<file path="src/design/targa_rle_pixel_decoder_macros.svh">
// Assertion macros for the Targa RLE pixel decoder.
// Included by the top level; no other dependencies.
`ifndef TARGA_RLE_PIXEL_DECODER_MACROS_SVH
`define TARGA_RLE_PIXEL_DECODER_MACROS_SVH

// Same-cycle implication, disabled while reset is asserted (active low).
`define TRD_ASSERT_NOW(label, clk, rstn, ante, cons) \
    label: assert property (@(posedge clk) disable iff (!rstn) (ante) |-> (cons)) \
        else $error("decoder check failed (same cycle)");

// Next-cycle implication, disabled while reset is asserted (active low).
`define TRD_ASSERT_NXT(label, clk, rstn, ante, cons) \
    label: assert property (@(posedge clk) disable iff (!rstn) (ante) |=> (cons)) \
        else $error("decoder check failed (next cycle)");

`endif

</file>
<file path="src/design/trd_pkg.sv">
// Shared types and constants for the Targa RLE pixel decoder.
// Used by trd_unpack, trd_emit and targa_rle_pixel_decoder; no dependencies.
`timescale 1ns / 1ps

package trd_pkg;

    localparam int unsigned MAX_PIXELS_DEF = 16777216;

    localparam int BYTE_W      = 8;
    localparam int PIX_W       = 32;
    localparam int CNT_FIELD_W = 2;
    localparam int POS_W       = 24;
    localparam int TOTAL_W     = 25;
    localparam int BPP_W       = 3;
    localparam int PKT_W       = 8;
    localparam int SLOT_W      = 2;
    localparam int USER_W      = 2;

    localparam int TDATA_BITS  = 2 * PIX_W + CNT_FIELD_W + POS_W;
    localparam int TDATA_W     = ((TDATA_BITS + 7) / 8) * 8;
    localparam int PAD_W       = TDATA_W - TDATA_BITS;

    // Packet header: bit 7 marks a run packet, bits 6..0 hold count minus one
    localparam int RUN_FLAG_BIT = 7;
    localparam int HDR_CNT_W    = 7;

    // Pixel sizes in bytes
    localparam logic [BPP_W-1:0] BPP_FOUR = 3'd4;

    typedef enum logic [1:0] {
        CFG_BPP   = 2'd0,
        CFG_RLE   = 2'd1,
        CFG_TOTAL = 2'd2
    } cfg_idx_t;

    typedef enum logic [1:0] {
        ST_IDLE  = 2'd0,
        ST_SETUP = 2'd1,
        ST_CALC  = 2'd2,
        ST_EMIT  = 2'd3
    } emit_state_t;

    typedef struct packed {
        logic bpp4;
        logic rle;
    } fmt_cfg_t;

    typedef struct packed {
        logic             valid;
        logic [PIX_W-1:0] pixel;
        logic             is_run;
        logic [PKT_W-1:0] run_cnt;
        logic             more_left;
    } pix_evt_t;

    typedef struct packed {
        logic [PIX_W-1:0]       pixel_first;
        logic [PIX_W-1:0]       pixel_second;
        logic [CNT_FIELD_W-1:0] pixel_count;
        logic [POS_W-1:0]       pixel_position;
        logic                   run_last;
        logic                   image_done;
        logic                   overrun;
    } beat_t;

endpackage

</file>
<file path="src/design/targa_rle_pixel_decoder.sv">
// A header byte or a byte inside a pixel is taken with no result.
// A byte that completes a pixel passes the setup, run size and emit states and the output
// register to its first beat on m_tvalid, then one beat per cycle while m_tready is high.
// Throughput: 1 byte per cycle, except a pixel-completing byte holds s_tready low until the
// sequencer is idle again, stalls included; the shared adder steps up to two pixels a beat.
// Reset: synchronous aresetn clears decoder state, bpp 4, RLE on, total MAX_PIXELS.
`timescale 1ns / 1ps

`include "targa_rle_pixel_decoder_macros.svh"

module targa_rle_pixel_decoder #(
    parameter int unsigned MAX_PIXELS = trd_pkg::MAX_PIXELS_DEF
) (
    input  logic                          aclk,
    input  logic                          aresetn,

    // Input stream: one image data byte per beat
    input  logic                          s_tvalid,
    output logic                          s_tready,
    input  logic [trd_pkg::BYTE_W-1:0]    s_tdata,   // [7:0] data_byte

    // Result stream: up to two pixels per beat
    output logic                          m_tvalid,
    input  logic                          m_tready,
    // [31:0] pixel_first, [63:32] pixel_second, [65:64] pixel_count,
    // [89:66] pixel_position, [95:90] zero
    output logic [trd_pkg::TDATA_W-1:0]   m_tdata,
    output logic                          m_tlast,   // run_last
    output logic [trd_pkg::USER_W-1:0]    m_tuser,   // [0] image_done, [1] overrun

    // Configuration write port
    input  logic                          cfg_we,
    input  logic [1:0]                    cfg_index,
    input  logic [trd_pkg::TOTAL_W-1:0]   cfg_wdata
);

    localparam int CNT_W = $clog2(MAX_PIXELS + 1);

    // Configuration, held pre-clamped: pixel size as a 4-byte flag, total in range
    logic                 bpp4_reg, bpp4_next;
    logic                 rle_reg, rle_next;
    logic [CNT_W-1:0]     total_reg, total_next;

    trd_pkg::fmt_cfg_t    fmt_cfg;
    trd_pkg::pix_evt_t    evt;
    trd_pkg::beat_t       beat;
    logic                 beat_valid;
    logic                 emit_idle;
    logic                 restart;
    logic                 byte_acc;
    logic                 out_free;

    // Output register
    logic                 m_valid_reg, m_valid_next;
    trd_pkg::beat_t       m_beat_reg, m_beat_next;

    // Position of the held beat lies inside the configured image
    logic                 pos_in_image;

    // ---------------------------------------------------------------
    // Configuration registers; clamp on write so the datapath sees
    // only legal sizes and totals
    // ---------------------------------------------------------------
    always_comb begin
        bpp4_next  = bpp4_reg;
        rle_next   = rle_reg;
        total_next = total_reg;
        if (cfg_we) begin
            case (cfg_index)
                trd_pkg::CFG_BPP: begin
                    bpp4_next = (cfg_wdata[trd_pkg::BPP_W-1:0] >= trd_pkg::BPP_FOUR);
                end
                trd_pkg::CFG_RLE: begin
                    rle_next = cfg_wdata[0];
                end
                trd_pkg::CFG_TOTAL: begin
                    if (cfg_wdata == '0) begin
                        total_next = CNT_W'(1);
                    end else if (cfg_wdata > trd_pkg::TOTAL_W'(MAX_PIXELS)) begin
                        total_next = CNT_W'(MAX_PIXELS);
                    end else begin
                        total_next = CNT_W'(cfg_wdata);
                    end
                end
                default: begin
                    // Index past the register list: drop the write
                end
            endcase
        end
    end

    always_ff @(posedge aclk) begin
        if (!aresetn) begin
            bpp4_reg  <= 1'b1;
            rle_reg   <= 1'b1;
            total_reg <= CNT_W'(MAX_PIXELS);
        end else begin
            bpp4_reg  <= bpp4_next;
            rle_reg   <= rle_next;
            total_reg <= total_next;
        end
    end

    assign fmt_cfg.bpp4 = bpp4_reg;
    assign fmt_cfg.rle  = rle_reg;

    // ---------------------------------------------------------------
    // Input side: take bytes only while the sequencer is idle
    // ---------------------------------------------------------------
    assign s_tready = emit_idle;
    assign byte_acc = s_tvalid && s_tready;

    trd_unpack u_unpack (
        .aclk     (aclk),
        .aresetn  (aresetn),
        .byte_acc (byte_acc),
        .byte_in  (s_tdata),
        .cfg      (fmt_cfg),
        .restart  (restart),
        .evt      (evt)
    );

    // ---------------------------------------------------------------
    // Result sequencer; emit a beat only when the output register frees up
    // ---------------------------------------------------------------
    assign out_free = !m_valid_reg || m_tready;

    trd_emit #(
        .MAX_PIXELS (MAX_PIXELS)
    ) u_emit (
        .aclk       (aclk),
        .aresetn    (aresetn),
        .evt        (evt),
        .total      (total_reg),
        .out_free   (out_free),
        .idle       (emit_idle),
        .beat_valid (beat_valid),
        .beat       (beat),
        .restart    (restart)
    );

    // ---------------------------------------------------------------
    // Output register: load a new beat when free, hold while stalled
    // ---------------------------------------------------------------
    always_comb begin
        m_valid_next = m_valid_reg;
        m_beat_next  = m_beat_reg;
        if (beat_valid) begin
            m_valid_next = 1'b1;
            m_beat_next  = beat;
        end else if (m_tready) begin
            m_valid_next = 1'b0;
        end
    end

    always_ff @(posedge aclk) begin
        if (!aresetn) begin
            m_valid_reg <= 1'b0;
        end else begin
            m_valid_reg <= m_valid_next;
        end
    end

    always_ff @(posedge aclk) begin
        m_beat_reg <= m_beat_next;
    end

    assign m_tvalid = m_valid_reg;
    assign m_tdata  = {{trd_pkg::PAD_W{1'b0}},
                       m_beat_reg.pixel_position,
                       m_beat_reg.pixel_count,
                       m_beat_reg.pixel_second,
                       m_beat_reg.pixel_first};
    assign m_tlast  = m_beat_reg.run_last;
    assign m_tuser  = {m_beat_reg.overrun, m_beat_reg.image_done};

    // ---------------------------------------------------------------
    // Checks
    // ---------------------------------------------------------------
    assign pos_in_image = (trd_pkg::TOTAL_W'(m_beat_reg.pixel_position)
                           < trd_pkg::TOTAL_W'(total_reg));

    // Image end only ever lands on the closing beat of a byte
    `TRD_ASSERT_NOW(a_done_on_last, aclk, aresetn, m_tvalid && m_tuser[0], m_tlast)
    // Dropped pixels are flagged only on the image's final beat
    `TRD_ASSERT_NOW(a_over_with_done, aclk, aresetn, m_tvalid && m_tuser[1], m_tuser[0])
    // Reported positions stay inside the configured image
    `TRD_ASSERT_NOW(a_pos_in_range, aclk, aresetn, m_tvalid, pos_in_image)
    // A stalled beat holds its data until it is taken
    `TRD_ASSERT_NXT(a_hold_beat, aclk, aresetn, m_tvalid && !m_tready, m_tvalid && $stable(m_tdata))

endmodule

</file>
<file path="src/design/trd_unpack.sv">
// Packet header parsing and pixel byte gathering for the Targa RLE decoder.
// Depends on trd_pkg.
`timescale 1ns / 1ps

module trd_unpack (
    input  logic                        aclk,
    input  logic                        aresetn,
    input  logic                        byte_acc,
    input  logic [trd_pkg::BYTE_W-1:0]  byte_in,
    input  trd_pkg::fmt_cfg_t           cfg,
    input  logic                        restart,
    output trd_pkg::pix_evt_t           evt
);

    logic                         expect_hdr_reg, expect_hdr_next;
    logic                         run_pkt_reg, run_pkt_next;
    logic [trd_pkg::PKT_W-1:0]    pkt_left_reg, pkt_left_next;
    logic [trd_pkg::SLOT_W-1:0]   slot_reg, slot_next;
    logic [trd_pkg::PIX_W-1:0]    gather_reg, gather_next;

    logic [trd_pkg::PIX_W-1:0]    gather_or;
    logic [trd_pkg::PKT_W-1:0]    left_eff;
    logic [trd_pkg::PKT_W-1:0]    left_dec;
    logic [trd_pkg::SLOT_W-1:0]   last_slot;

    assign gather_or = gather_reg | (trd_pkg::PIX_W'(byte_in) << {slot_reg, 3'b000});
    // An empty count (only after a mode switch) acts as one
    assign left_eff  = (pkt_left_reg == '0) ? trd_pkg::PKT_W'(1) : pkt_left_reg;
    assign left_dec  = left_eff - trd_pkg::PKT_W'(1);
    assign last_slot = cfg.bpp4 ? trd_pkg::SLOT_W'(3) : trd_pkg::SLOT_W'(2);

    always_ff @(posedge aclk) begin
        if (!aresetn) begin
            expect_hdr_reg <= 1'b1;
            run_pkt_reg    <= 1'b0;
            pkt_left_reg   <= '0;
            slot_reg       <= '0;
            gather_reg     <= '0;
        end else begin
            expect_hdr_reg <= expect_hdr_next;
            run_pkt_reg    <= run_pkt_next;
            pkt_left_reg   <= pkt_left_next;
            slot_reg       <= slot_next;
            gather_reg     <= gather_next;
        end
    end

    always_comb begin
        expect_hdr_next = expect_hdr_reg;
        run_pkt_next    = run_pkt_reg;
        pkt_left_next   = pkt_left_reg;
        slot_next       = slot_reg;
        gather_next     = gather_reg;
        evt             = '0;

        if (restart) begin
            expect_hdr_next = 1'b1;
            pkt_left_next   = '0;
            slot_next       = '0;
            gather_next     = '0;
        end else if (byte_acc) begin
            if (cfg.rle && expect_hdr_reg) begin
                run_pkt_next    = byte_in[trd_pkg::RUN_FLAG_BIT];
                pkt_left_next   = trd_pkg::PKT_W'(byte_in[trd_pkg::HDR_CNT_W-1:0])
                                  + trd_pkg::PKT_W'(1);
                expect_hdr_next = 1'b0;
                slot_next       = '0;
                gather_next     = '0;
            end else if (slot_reg < last_slot) begin
                gather_next = gather_or;
                slot_next   = slot_reg + trd_pkg::SLOT_W'(1);
            end else begin
                gather_next = '0;
                slot_next   = '0;
                evt.valid   = 1'b1;
                evt.pixel   = gather_or;
                if (cfg.rle && run_pkt_reg) begin
                    evt.is_run      = 1'b1;
                    evt.run_cnt     = left_eff;
                    pkt_left_next   = '0;
                    expect_hdr_next = 1'b1;
                end else if (cfg.rle) begin
                    pkt_left_next = left_dec;
                    evt.more_left = (left_dec != '0);
                    if (left_dec == '0) begin
                        expect_hdr_next = 1'b1;
                    end
                end
            end
        end
    end

endmodule

</file>
<file path="src/design/trd_emit.sv">
// Result sequencer for the Targa RLE decoder: one shared position adder
// stepped once per beat, up to two pixels at a time. Depends on trd_pkg.
`timescale 1ns / 1ps

module trd_emit #(
    parameter int unsigned MAX_PIXELS = trd_pkg::MAX_PIXELS_DEF,
    localparam int CNT_W = $clog2(MAX_PIXELS + 1)
) (
    input  logic                aclk,
    input  logic                aresetn,
    input  trd_pkg::pix_evt_t   evt,
    input  logic [CNT_W-1:0]    total,
    input  logic                out_free,
    output logic                idle,
    output logic                beat_valid,
    output trd_pkg::beat_t      beat,
    output logic                restart
);

    localparam int CMP_W = (CNT_W > trd_pkg::PKT_W) ? CNT_W : trd_pkg::PKT_W;

    trd_pkg::emit_state_t          state_reg, state_next;
    logic [trd_pkg::PIX_W-1:0]     pix_reg, pix_next;
    logic                          run_reg, run_next;
    logic [trd_pkg::PKT_W-1:0]     cnt_reg, cnt_next;
    logic                          more_reg, more_next;
    logic [CNT_W-1:0]              emitted_reg, emitted_next;
    logic [CNT_W-1:0]              rem_reg, rem_next;
    logic [trd_pkg::PKT_W-1:0]     take_reg, take_next;
    logic                          done_reg, done_next;
    logic                          over_reg, over_next;

    logic                          two_pix;
    logic                          last_beat;
    logic [CNT_W-1:0]              step;
    logic [CNT_W-1:0]              pos_sum;
    logic [CNT_W-1:0]              base;
    logic [CMP_W-1:0]              cnt_c;
    logic [CMP_W-1:0]              rem_c;

    assign two_pix   = (take_reg >= trd_pkg::PKT_W'(2));
    assign last_beat = (take_reg <= trd_pkg::PKT_W'(2));
    assign step      = two_pix ? CNT_W'(2) : CNT_W'(1);
    assign pos_sum   = emitted_reg + step;
    // A total lowered below progress restarts the position first
    assign base      = (emitted_reg >= total) ? '0 : emitted_reg;
    assign cnt_c     = CMP_W'(cnt_reg);
    assign rem_c     = CMP_W'(rem_reg);

    always_ff @(posedge aclk) begin
        if (!aresetn) begin
            state_reg   <= trd_pkg::ST_IDLE;
            emitted_reg <= '0;
        end else begin
            state_reg   <= state_next;
            emitted_reg <= emitted_next;
        end
    end

    always_ff @(posedge aclk) begin
        pix_reg  <= pix_next;
        run_reg  <= run_next;
        cnt_reg  <= cnt_next;
        more_reg <= more_next;
        rem_reg  <= rem_next;
        take_reg <= take_next;
        done_reg <= done_next;
        over_reg <= over_next;
    end

    always_comb begin
        state_next   = state_reg;
        pix_next     = pix_reg;
        run_next     = run_reg;
        cnt_next     = cnt_reg;
        more_next    = more_reg;
        emitted_next = emitted_reg;
        rem_next     = rem_reg;
        take_next    = take_reg;
        done_next    = done_reg;
        over_next    = over_reg;
        idle         = 1'b0;
        beat_valid   = 1'b0;
        restart      = 1'b0;

        beat.pixel_first    = pix_reg;
        beat.pixel_second   = two_pix ? pix_reg : '0;
        beat.pixel_count    = two_pix ? trd_pkg::CNT_FIELD_W'(2) : trd_pkg::CNT_FIELD_W'(1);
        beat.pixel_position = trd_pkg::POS_W'(emitted_reg);
        beat.run_last       = last_beat;
        beat.image_done     = last_beat & done_reg;
        beat.overrun        = last_beat & over_reg;

        case (state_reg)
            trd_pkg::ST_IDLE: begin
                idle = 1'b1;
                if (evt.valid) begin
                    pix_next   = evt.pixel;
                    run_next   = evt.is_run;
                    cnt_next   = evt.run_cnt;
                    more_next  = evt.more_left;
                    state_next = trd_pkg::ST_SETUP;
                end
            end
            trd_pkg::ST_SETUP: begin
                emitted_next = base;
                rem_next     = total - base;
                state_next   = trd_pkg::ST_CALC;
            end
            trd_pkg::ST_CALC: begin
                if (run_reg) begin
                    done_next = (cnt_c >= rem_c);
                    over_next = (cnt_c > rem_c);
                    take_next = (cnt_c >= rem_c) ? trd_pkg::PKT_W'(rem_reg) : cnt_reg;
                end else begin
                    done_next = (rem_reg == CNT_W'(1));
                    over_next = (rem_reg == CNT_W'(1)) && more_reg;
                    take_next = trd_pkg::PKT_W'(1);
                end
                state_next = trd_pkg::ST_EMIT;
            end
            trd_pkg::ST_EMIT: begin
                if (out_free) begin
                    beat_valid   = 1'b1;
                    emitted_next = pos_sum;
                    take_next    = take_reg - trd_pkg::PKT_W'(step);
                    if (last_beat) begin
                        state_next = trd_pkg::ST_IDLE;
                        if (done_reg) begin
                            emitted_next = '0;
                            restart      = 1'b1;
                        end
                    end
                end
            end
            default: begin
                state_next = trd_pkg::ST_IDLE;
            end
        endcase
    end

endmodule
</file>
<file path="config.mk">
export PLATFORM = sky130hd
export DESIGN_NAME = targa_rle_pixel_decoder
export DESIGN_NICKNAME = d
export VERILOG_FILES = /design/src/design/trd_pkg.sv /design/src/design/targa_rle_pixel_decoder.sv /design/src/design/trd_unpack.sv /design/src/design/trd_emit.sv
export VERILOG_INCLUDE_DIRS = /design/src /design/src/design
export SDC_FILE = /design/constraint.sdc
export NUM_CORES = 1
export LEC_CHECK = 0
export BUFFER_PORTS_ARGS = -buffer_cell sky130_fd_sc_hd__buf_4
export CORE_AREA = 2 2 196 178
export CTS_CLUSTER_DIAMETER = 120
export DETAILED_ROUTE_END_ITERATION = 6
export DIE_AREA = 0 0 198 180
export PLACE_DENSITY_LB_ADDON = 0.2
export SYNTH_ARGS = -nofsm -noshare
export SYNTH_HDL_FRONTEND = slang
export SYNTH_SLANG_ARGS = --single-unit
</file>
<file path="constraint.sdc">
create_clock -name aclk -period 9.34 [get_ports aclk]
set_input_delay 0.467 -clock aclk [delete_from_list [all_inputs] [get_ports aclk]]
set_output_delay 0.467 -clock aclk [all_outputs]
set_load 0.1 [all_outputs]
</file>
Yosys cells after proc, flatten, opt, wreduce, memory -nomap -nowiden --
Cells that the tools add are included.
Word-level totals: input bits 40, register bits after elaboration 269
Cells by class: shift operators 1, reduce and logical (&&, ||, !) cells 31, eq/ne operators 10, bitwise logic cells 8, $lt $le $gt $ge 8, add/sub/neg operators 6, mux-type cells 50
Operator list (number):
- two-way mux 43 bit | 4
- two-way mux 25 bit | 6
- two-way mux 32 bit | 2
- two-way mux 8 bit | 8
- case mux 25 bit (2 select lines) | 1
- bitwise OR 32 bit | 1
- << shifter 8 x 5 -> 32 bit | 1
- adder 25 bit | 1
- == test 25 x 1 -> 1 bit (second input constant) | 1
- >= comparator 25 bit | 1
- >= comparator 8 x 25 -> 1 bit | 1
- greater-than comparator 25 bit (second input constant) | 1
- greater-than comparator 8 x 25 -> 1 bit | 1
- zero test 25 bit | 1
- subtractor 25 bit | 1
- two-way mux 1 bit | 19
- zero test 8 bit | 2
- case mux 8 bit (2 select lines) | 1
- two-way mux 2 bit | 7
- AND reduction 2 bit | 6
- two-way mux 9 bit | 1
- AND reduction 3 bit | 3
- adder 7 x 1 -> 8 bit (second input constant) | 1
- >= comparator 8 x 2 -> 1 bit (second input constant) | 1
- other kinds (25) | 42

Longest topological paths before layout --
Gate-level depths: netlist of the first run.
word-level depth 12, depth in mapped cells 17

Hierarchy --
From an unflattened synthesis of the first run, not the netlist that was laid out.
Second synthesis, totals: cells, all modules 1261, area, all modules 13188.9 sq um
By module, submodules not included:
- trd_emit | cells each 707, seq. area each 2852.7 sq um, instances 1, area each 6894.1 sq um
- targa_rle_pixel_decoder | cells each 235, seq. area each 3353.2 sq um, instances 1, area each 3980.1 sq um
- trd_unpack | cells each 319, seq. area each 880.8 sq um, instances 1, area each 2314.7 sq um

Worst setup path before layout of the first run --
No wires, ideal clock.
path kind reg-to-reg, start register m_valid_reg (netlist: m_tvalid), end register u_emit.emitted_reg[13], stages on the path, launching flop included 9, setup slack 5.262 ns, setup time 0.074 ns, required time 9.266 ns, arrival time 4.004 ns, cell sequence dfxtp_1 nand2b_1 nand2_1 inv_1 nand2_1 buf_2 nor4_1 o21ai_0 a31oi_1
On the way: cells in the longest elaborated chain, start to end 4
RTL lines:
- from (decl) | line targa_rle_pixel_decoder.sv:54 | logic m_valid_reg, m_valid_next;
- from (signal assigned) | line targa_rle_pixel_decoder.sv:160 | m_valid_reg <= m_valid_next;
- zero test 1 bit | line targa_rle_pixel_decoder.sv:126 | assign out_free = !m_valid_reg || m_tready;
- logical OR 1 bit | line targa_rle_pixel_decoder.sv:126
- inequality test 2 bit (no line)
- AND reduction 2 bit (no line)
- to (signal assigned) | line trd_emit.sv:56 | emitted_reg <= emitted_next;
- to (decl) | line trd_emit.sv:27 | logic [CNT_W-1:0] emitted_reg, emitted_next;
No other way between the ends. A chain may end at the register's enable or synchronous reset.

Final worst setup path of the first run --
start register u_emit.emitted_reg[14], end register u_emit.rem_reg[22] (netlist: u_emit.rem_c[22]) (data pin)
On the way: cells in the longest elaborated chain, start to end 3
RTL lines:
- >= comparator 25 bit | line trd_emit.sv:46 | assign base = (emitted_reg >= total) ? '0 : emitted_reg;
- two-way mux 25 bit (*) | line trd_emit.sv:46
- subtractor 25 bit (*) | line trd_emit.sv:107 | rem_next = total - base;
- to (signal assigned) | line trd_emit.sv:65 | rem_reg <= rem_next;
- to (decl) | line trd_emit.sv:28 | logic [CNT_W-1:0] rem_reg, rem_next;
Mark *: on every way between the ends. The rest lies on a longest branch, timed or not.

==> metrics.txt, run 1 <==
YS warnings=0; most frequent cells in the layout=170 x edfxtp_1, 147 x nor2_1, 143 x buf_4, 114 x a21oi_1, 99 x dfxtp_1; Worst-Margin Slew=1050 ps; final setup fails=0; DR WL met3=1.718 mm; status=completed; top layer in use=met4; worst-path cell chain=ha_1 > nand4_1 > nor3_1 > o211ai_1 > a31oi_1 > a21oi_2 > buf_4 > and2_1 > ha_1 > fa_1 > nand2b_1 > a21oi_1 > o41a_1 > o211ai_2 > o31ai_2 > nand2_1 > a311o_1; # placed instances=1746; wire length per cell=17.33 µm; input/output buffers=134; htree depth=1; Seq cells post-synth=269; ys async rst share=0%; vias per cell=5.142; syn avg cell area=10.58 µm²; Clock Skew=11.39 ps; most used cell, CP=ha_1; Worst EP arrival=4730 ps; minimum clock period=4441 ps; EDFF count, synth=170; CTS clk-pin slew, worst paths=60 ps; Main synth FF type=edfxtp_1; commonest non-fill, non-tap cell in the layout=edfxtp_1; Rows=64; Compound-Gate Fraction of Synth Area=14.58%; Setup WS pre-CTS=4924 ps; Detail Route Antenna Nets=0; core area=33710 µm²; first-pass GRT wire length=49.79 mm; final non-filler cell total=1802; num ports=141; final worst slack=4899 ps; Tot GR Track Use=17.46%; wire length on met2=12.78 mm; post_cts resized=0; WL final=31.22 mm; sequential element share of the synthesized area=56.17%; initial DRC count=689; Tcrit/Tclk final=47.55%; Post-route DRC=0; RePlAce Congestion=0.8232; area share of and/or/nand/nor cells after synthesis=14.98%; CP Max Fanout=25; max reg flops=90; Adder-Cell Fraction of Synth Area=7.299%; Post-Synthesis Cells=1192; ANT cells=0; CP Launch Type=flip-flop; CTS Hold Bufs=0; slowest library cell on the worst path=dfxtp_1; Vias=9265; Worst setup EP type=flip-flop; First-pass DRT Iterations=6; mux share of post-synthesis cell area=0.7141%; Clock Sinks=269; clk buf depth=3; CP peak stage delay=400 ps; root buffer cell=clkbuf_16; final net count=1427; vias in the first global route=8824; post-synthesis xor/xnor area fraction=2.430%; Die X=198 µm; die area=35640 µm²; total grt overflow=0; RSZ-0062 raised after global routing=false; P per Cell Area=178.4 nW/µm²; Distinct cells, synth=69; initial antenna violation count=0; Metal-1 WL=16.26 mm; Chip Height=180 µm; max frequency=225.2 MHz; fraction of final layout cells sized beyond drive strength 1=15.45%; Post-DP HPWL=22.54 mm; Final Hold Viols=0; largest family of logic cells by synthesized area=simple AND/OR/NAND/NOR gates; largest net degree at the start of global routing=57; CTS buffer count=30; final setup TNS=0 ps; VDD IR max=134.9 µV; later-pin clock latency in the skew report=550 ps; postcts setup bufs=0; Leakage=5.277 nW; max cap viols=0; worst hold path type=in -> reg; Mapped Area=12620 µm²; CTS tree=yes; initial core utilization=37.42%; Area Overhead vs Synth=19.20%; Slew headroom=29.71%; Setup CP Type=reg -> reg; worst path required time=9630 ps; max-slew violations=0
==> Yosys cell counts (all sizes together) (10+ instances only) <==
cell    instances  area (µm²)
nand2          83       311.6
inv            60       225.2
and2           15       93.84
a22oi          26       195.2
dfxtp          99        1982
ha             68       850.8
o21ai          57       292.8
buf            22       122.6
nand4          14       100.1
xor2           12       105.1
a21o           12       90.09
nor2          148       555.5
nor2b          42       262.8
nor3           20       100.1
o22ai          10       62.56
clkbuf         34       127.6
edfxtp        170        5105
a21oi         116       588.1
nand3          17       85.08
xnor2          23       201.4
o21a           11       82.58
nor4           14       102.6
a31oi          22       137.6
==> worst max-delay path: cells and delay by family (launching register included) <==
family | cells | cell delay (ps)
AO/OA/AOI/OAI | 8 | 1740
adder cells (fa/ha/maj) | 3 | 940
buffers and inverters | 1 | 220
flip-flops | 1 | 400
AND/OR/NAND/NOR | 5 | 870
==> layout make-up <==
class / count / area (µm²)
fillers: 3163 / 18670
inverters: 61 / 231.5
flip-flops and latches: 269 / 7087
repair buffers: 143 / 1074
clock inverters: 13 / 152.6
clock buffers: 43 / 839.6
well taps: 462 / 578.1
multi-input cells: 811 / 5076
==> power breakdown <==
| group | switching [mW] | internal, mW |
|---|---|---|
| logic | 0.135 | 0.0807 |
| clock network | 0.464 | 0.706 |
| registers | 0.0170 | 1.28 |
==> routing by layer <==
metal  up-vias  GRT usage (%)
met3        29          2.645
met5         -              0
met2       260          24.87
met4         0          3.850
li1       4566              -
met1      4410          27.61
==> per-stage QoR <==
step	util (%)	hold slack (ps)	cell area [µm²]	total power [mW]
2_1_floorplan	-	418.0	12630	1.475
3_3_place_gp	41.66	421.8	14050	1.534
3_5_place_dp	41.66	425.5	14050	1.534
4_1_cts	44.61	157.5	15040	2.710
5_1_grt	44.61	165.8	15040	2.788
6_report	44.61	177.3	15040	2.682
==> worst paths after layout <==
path                           from                to  slack [ps]  cells past startpoint
min                   cfg_wdata[19]     total_reg[19]         180                      3
min reg2reg      u_emit.pix_reg[23]       m_tdata[23]         440                      0
max reg2reg  u_emit.emitted_reg[14]  u_emit.rem_c[22]        4900                     17
max          u_emit.emitted_reg[14]  u_emit.rem_c[22]        4900                     17
==> kinds of logic (layout without fill, tap and decap cells) <==
group | after synthesis | after routing
buf+inv | 117 | 260
fa+ha+maj | 72 | 72
flops | 269 | 269
other cells | 1 | 6
simple gates | 391 | 391
xor+xnor | 35 | 35
mux | 9 | 9
compound gates | 298 | 298
No activity file was read; power rests on OpenSTA's default activity.
==> inputs of run 2 (changes only) <==
==> constraint.sdc (replaced) <==
create_clock -name aclk -period 4.4 [get_ports aclk]
set_input_delay 0.22 -clock aclk [delete_from_list [all_inputs] [get_ports aclk]]
set_output_delay 0.22 -clock aclk [all_outputs]
set_load 0.1 [all_outputs]
==> run 2 against run 1 <==
  * Global-route usage increased by 0.46 points
  * Sequential cell count unchanged
  * Non-clock buffer count increased by 63
  * Clock power increased by 100%
  * Highest routed layer unchanged
==> metrics.txt, run 2 (synthesized netlist as in run 1, its figures left out) <==
max-slew violations=0 (unchanged); Worst setup EP type=flip-flop (unchanged); Hold Crit Depth=3 (unchanged); CTS clk-pin slew, worst paths=60 ps (about the same); die area=35640 µm² (unchanged); max reg flops=90 (unchanged); final setup fails=0 (unchanged); Leakage=5.544 nW (was 5.277 nW); sequential share of power=49.0% (was 48.3%); Slew headroom=20.76% (was 29.71%); VDD IR max=378.5 µV (was 134.9 µV); first-pass GRT wire length=50.57 mm (was 49.79 mm); later-pin clock latency in the skew report=570 ps (was 550 ps); worst-path cell chain=inv_1 > ha_1 > nand4_1 > nor3_2 > a21oi_1 > a31oi_1 > a21oi_2 > and2_1 > ha_1 > fa_1 > nand2b_1 > a21oi_2 > o41a_1 > o211ai_2 > o31ai_2 > buf_4 > nand2_1 > a311o_1 (was ha_1 > nand4_1 > nor3_1 > o211ai_1 > a31oi_1 > a21oi_2 > buf_4 > and2_1 > ha_1 > fa_1 > nand2b_1 > a21oi_1 > o41a_1 > o211ai_2 > o31ai_2 > nand2_1 > a311o_1); htree depth=1 (unchanged); Clock Skew=25.29 ps (was 11.39 ps); Reg2Reg Setup Slack=260 ps (was 4900 ps); root buffer cell=clkbuf_16 (unchanged); First-pass DRT Iterations=5 (was 6); vias in the first global route=8941 (was 8824); ANT cells=0 (unchanged); Net Sw Frac=23.66% (was 22.98%); Chip Height=180 µm (unchanged); Clock Sinks=269 (unchanged); P per Cell Area=360.5 nW/µm² (was 178.4 nW/µm²); Detail Route Antenna Nets=0 (unchanged); WL final=32.38 mm (was 31.22 mm); most frequent cells in the layout=170 x edfxtp_1, 169 x buf_4, 147 x nor2_1, 113 x a21oi_1, 98 x dfxtp_1 (was 170 x edfxtp_1, 147 x nor2_1, 143 x buf_4, 114 x a21oi_1, 99 x dfxtp_1); Post-DP HPWL=23.20 mm (was 22.54 mm); FF-to-FF Start=total_reg[16] (was u_emit.emitted_reg[14]); R2R cell count=18 (was 17); Setup CP Type=reg -> reg (unchanged); max cap viols=0 (unchanged); core area=33710 µm² (unchanged); Area Overhead vs Synth=23.44% (was 19.20%); CP Max Fanout=7 (was 25); input/output buffers=134 (unchanged); num ports=141 (unchanged); wire length per cell=17.36 µm (was 17.33 µm); clk buf depth=3 (unchanged); Worst-Margin Slew=1188 ps (was 1050 ps); RePlAce Congestion=0.8794 (was 0.8232); initial DRC count=803 (was 689); Vias=9515 (was 9265); CP Launch Type=flip-flop (unchanged); Post-route DRC=0 (unchanged); largest net degree at the start of global routing=51 (was 57); initial core utilization=37.42% (unchanged); Int Power=4.286 mW (was 2.066 mW); Final Hold Viols=0 (unchanged); final net count=1490 (was 1427); vias per cell=5.102 (was 5.142); RSZ-0062 raised after global routing=false (unchanged); slowest library cell on the worst path=fa_1 (was dfxtp_1); total grt overflow=0 (unchanged); max frequency=241.8 MHz (was 225.2 MHz); Tot GR Track Use=17.91% (was 17.46%); Clk pwr share=42.3% (was 43.6%); Tcrit/Tclk final=93.99% (was 47.55%); worst r2r dst=u_emit.rem_c[22] (unchanged); combinational power share=8.7% (was 8.0%); Die X=198 µm (unchanged); worst path buffer plus inverter count=2 (was 1); CTS tree=yes (unchanged); Crit path max-delay family=compound AO/OA/AOI/OAI gates (unchanged); Rows=64 (unchanged); worst hold path type=in -> reg (unchanged); minimum clock period=4136 ps (was 4441 ps); fraction of final layout cells sized beyond drive strength 1=16.82% (was 15.45%); Switch Pwr=1.328 mW (was 0.6164 mW); worst path required time=4700 ps (was 9630 ps); CTS buffer count=30 (unchanged); Fill cells=3230 (was 3163); status=completed (unchanged); WP depth=18 (was 17); hold wc startpoint=s_tdata[3] (was cfg_wdata[19]); initial antenna violation count=0 (unchanged); final setup TNS=0 ps (unchanged); Worst EP arrival=4430 ps (was 4730 ps); commonest non-fill, non-tap cell in the layout=edfxtp_1 (unchanged); CP peak stage delay=400 ps (about the same); Hold EP=u_unpack.gather_reg[3] (was total_reg[19]); Power Total=5.614 mW (was 2.682 mW)
[run 2: worst max-delay path by stage]
| stage | from | end | slack (ps) |
|---|---|---|---|
| final | total_reg[16] | u_emit.rem_c[22] | 260 |
| after global placement | total_reg[16] | u_emit.rem_c[22] | 200 |
| after global routing | total_reg[15] | u_emit.rem_c[22] | 9 |
| after detailed placement | total_reg[16] | u_emit.rem_c[22] | 110 |
| after CTS | total_reg[16] | u_emit.rem_c[22] | 80 |
| after floorplan | m_tvalid | u_emit.emitted_reg[13] | 320 |
[run 2: layout make-up]
type | instances | area [µm²] | share of cell area (%)
sequential | 269 | 7088 | 45.52
inverter | 61 | 231.5 | 1.486
clock buffer | 46 | 840.8 | 5.399
timing repair buffer | 206 | 1640 | 10.53
multi-input combinational | 811 | 5095 | 32.72
tap | 462 | 578.1 | 3.712
clock inverter | 10 | 98.84 | 0.6347
[run 2: worst min-delay path, stage by stage]
cell     delay (ps)
buf_4           190
a21oi_1          90
nor2_1           70
[run 2: timing repair]
action | 4_1_cts | 5_1_grt
endpoints found under the hold margin | 48 | 0
resized for setup | 0 | 6
buffers inserted | 0 | 1
hold buffers | 36 | 0
endpoints found under the setup margin | 0 | 3
[run 2: stage by stage]
| step | hold WS (ps) | util, % | cells | area [µm²] | setup WS [ps] |
|---|---|---|---|---|---|
| CTS | 1.420 | 46.10 | 1864 | 15540 | 84.69 |
| finish | 32.38 | 46.19 | 1865 | 15570 | 264.2 |
| global route | 32.98 | 46.19 | 1865 | 15570 | 9.153 |
| global placement | 421.2 | 42.24 | 1772 | 14240 | 203.3 |
| detailed placement | 425.6 | 42.24 | 1772 | 14240 | 113.1 |
| floorplan | 358.2 | - | 1197 | 12630 | 322.0 |
[run 2: per-layer routing]
metal | up-vias | wire length (µm) | track usage, %
met5 | - | 0 | 0
met4 | 0 | 643 | 3.970
met3 | 38 | 2003 | 3.189
met2 | 290 | 13440 | 25.42
met1 | 4486 | 16290 | 28.11
li1 | 4701 | - | -
[run 2: power groups by stage]
| stage | Sequential, mW | Clock (mW) | Combinational (mW) |
|---|---|---|---|
| final | 2.75 | 2.38 | 0.486 |
| after detailed placement | 2.80 | 0 | 0.456 |
| after global routing | 2.76 | 2.54 | 0.539 |
| after global placement | 2.80 | 0 | 0.454 |
| after CTS | 2.75 | 2.44 | 0.484 |
| after floorplan | 2.79 | 0 | 0.341 |
==> inputs of run 3 (changes only) <==
--- a/config.mk
+++ b/config.mk
@@ -7,10 +7,10 @@
 export NUM_CORES = 1
 export LEC_CHECK = 0
 export BUFFER_PORTS_ARGS = -buffer_cell sky130_fd_sc_hd__buf_4
-export CORE_AREA = 2 2 196 178
+export CORE_AREA = 2 2 171 156
 export CTS_CLUSTER_DIAMETER = 120
 export DETAILED_ROUTE_END_ITERATION = 6
-export DIE_AREA = 0 0 198 180
+export DIE_AREA = 0 0 173 158
 export PLACE_DENSITY_LB_ADDON = 0.2
 export SYNTH_ARGS = -nofsm -noshare
 export SYNTH_HDL_FRONTEND = slang
==> run 3 against run 2 <==
  * Critical path depth decreased by 3
  * Utilization increased by 14 points
  * Die area decreased by 23%
  * Register-to-register slack got worse by 40 ps
  * Clock-buffer cell count decreased by 4
  * Sequential share of layout area increased by 0.50 points
  * Via count increased by 0.77%
  * Total power increased by 1.1%
  * Combinational power about the same
  * Fmax decreased by 0.90%
==> metrics.txt, run 3 (synthesized netlist as in run 1, its figures left out) <==
minimum clock period=4173 ps (was 4136 ps); Vias=9588 (was 9515); FF-to-FF Start=u_emit.emitted_reg[3] (was total_reg[16]); initial antenna violation count=1 (was 0); Rows=56 (was 64); First-pass DRT Iterations=5 (unchanged); worst-path cell chain=ha_1 > a2111o_1 > o211ai_1 > a31oi_2 > a21oi_2 > buf_4 > nand2_1 > ha_1 > o211ai_1 > a21oi_1 > o41a_1 > o211ai_2 > o31ai_4 > and4b_1 > a311o_1 (was inv_1 > ha_1 > nand4_1 > nor3_2 > a21oi_1 > a31oi_1 > a21oi_2 > and2_1 > ha_1 > fa_1 > nand2b_1 > a21oi_2 > o41a_1 > o211ai_2 > o31ai_2 > buf_4 > nand2_1 > a311o_1); first-pass GRT wire length=48.03 mm (was 50.57 mm); clk buf depth=3 (unchanged); Clock Sinks=269 (unchanged); slowest library cell on the worst path=dfxtp_1 (was fa_1); later-pin clock latency in the skew report=560 ps (was 570 ps); R2R cell count=15 (was 18); Setup WS pre-CTS=219.3 ps (was 113.1 ps); Reg2Reg Setup Slack=230 ps (was 260 ps); most frequent cells in the layout=170 x edfxtp_1, 166 x buf_4, 147 x nor2_1, 114 x a21oi_1, 99 x dfxtp_1 (was 170 x edfxtp_1, 169 x buf_4, 147 x nor2_1, 113 x a21oi_1, 98 x dfxtp_1); CP Launch Type=flip-flop (unchanged); vias in the first global route=8653 (was 8941); final worst slack=226.8 ps (was 264.2 ps); max frequency=239.6 MHz (was 241.8 MHz); max cap viols=0 (unchanged); Hold EP=u_unpack.gather_reg[29] (was u_unpack.gather_reg[3]); Die X=173 µm (was 198 µm); final setup fails=0 (unchanged); die area=27330 µm² (was 35640 µm²); Worst-Margin Slew=1076 ps (was 1188 ps); CP Max Fanout=9 (was 7); Setup CP Type=reg -> reg (unchanged); num ports=141 (unchanged); Slew headroom=27.97% (was 20.76%); root buffer cell=clkbuf_16 (unchanged); status=completed (unchanged); wire length per cell=17.91 µm (was 17.36 µm); CP peak stage delay=470 ps (was 400 ps); worst hold path type=in -> reg (unchanged); core area=25640 µm² (was 33710 µm²); CTS buffer count=28 (was 30); Crit path max-delay family=compound AO/OA/AOI/OAI gates (unchanged); initial DRC count=883 (was 803); max reg flops=90 (unchanged); total grt overflow=0 (unchanged); Worst setup EP type=flip-flop (unchanged); Chip Height=158 µm (was 180 µm); CTS clk-pin slew, worst paths=60 ps (about the same); CTS tree=yes (unchanged); Tcrit/Tclk final=94.85% (was 93.99%); Final Hold Viols=0 (unchanged); input/output buffers=134 (unchanged); hold wc startpoint=s_tdata[5] (was s_tdata[3]); Clock Skew=17.25 ps (was 25.29 ps); fraction of final layout cells sized beyond drive strength 1=16.44% (was 16.82%); final net count=1482 (was 1490); Detail Route Antenna Nets=0 (unchanged); worst r2r dst=u_emit.rem_c[22] (unchanged); initial core utilization=49.19% (was 37.42%); VDD IR max=304.2 µV (was 378.5 µV); Tot GR Track Use=22.21% (was 17.91%); hold_ws=17.39 ps (was 32.38 ps); largest net degree at the start of global routing=44 (was 51); vias per cell=5.504 (was 5.102); RePlAce Congestion=0.8726 (was 0.8794); max-slew violations=0 (unchanged); Area Overhead vs Synth=22.08% (was 23.44%); commonest non-fill, non-tap cell in the layout=edfxtp_1 (unchanged); Leakage=5.520 nW (was 5.544 nW); Worst EP arrival=4480 ps (was 4430 ps); htree depth=1 (unchanged); P per Cell Area=368.4 nW/µm² (was 360.5 nW/µm²); Post-DP HPWL=22.03 mm (was 23.20 mm); worst path required time=4700 ps (about the same); worst path buffer plus inverter count=1 (was 2); WL final=31.20 mm (was 32.38 mm); Post-route DRC=0 (unchanged); Hold Crit Depth=3 (unchanged)
-- run 3: worst max-delay path by stage --
stage | from | end | slack [ps] | cells after the start
after floorplan | m_tvalid | u_emit.emitted_reg[13] | 320 | 8
after global placement | total_reg[16] | u_emit.rem_c[22] | 350 | 17
after detailed placement | total_reg[16] | u_emit.rem_c[22] | 220 | 17
after CTS | total_reg[16] | u_emit.rem_c[22] | 170 | 17
after global routing | total_reg[16] | u_emit.rem_c[22] | -20 | 17
final | u_emit.emitted_reg[3] | u_emit.rem_c[22] | 230 | 15
-- run 3: metal layers --
metal / share of wire (%) / up-vias / global-route usage [%] / wire, µm
met1: 48 / 4502 / 34.13 / 15100
li1: - / 4676 / - / -
met4: 2.1 / 0 / 5.811 / 650
met5: 0 / - / 0 / 0
met3: 7.5 / 49 / 3.506 / 2343
met2: 42 / 361 / 32.55 / 13110
-- run 3: worst min-delay path, stage by stage --
cell,delay [ps]
buf_4,180
a21oi_1,80
nor2_1,70
-- run 3: cell type report --
type | instances | area [µm²]
inverter | 61 | 230.2
fill | 2133 | 10240
clock buffer | 42 | 814.5
tap | 348 | 435.4
multi-input combinational | 811 | 5096
clock inverter | 10 | 148.9
antenna | 1 | 2.502
sequential | 269 | 7087
timing repair buffer | 200 | 1587
-- run 3: power by group --
part	internal [mW]	total (mW)	switching, mW
Combinational	0.193	0.484	0.291
Clock	1.46	2.44	0.980
Sequential	2.71	2.75	0.0362
-- run 3: timing repair --
action / CTS / global route
resized for setup: 0 / 3
hold buffers: 34 / 0
hold endpoints to repair: 37 / 0
setup buffers: 0 / 0
setup endpoints to repair: 0 / 2
-- run 3: stage by stage --
step           setup TNS (ps)  instance area [µm²]  total power, mW  util [%]  instances
2_1_floorplan               0                12630            3.130         -       1197
3_3_place_gp                0                14070            3.247     54.88       1655
3_5_place_dp                0                14070            3.252     54.88       1655
4_1_cts                     0                15380            5.715     59.97       1741
5_1_grt                -23.97                15400            5.853     60.06       1742
6_report                    0                15400            5.673     60.06       1742
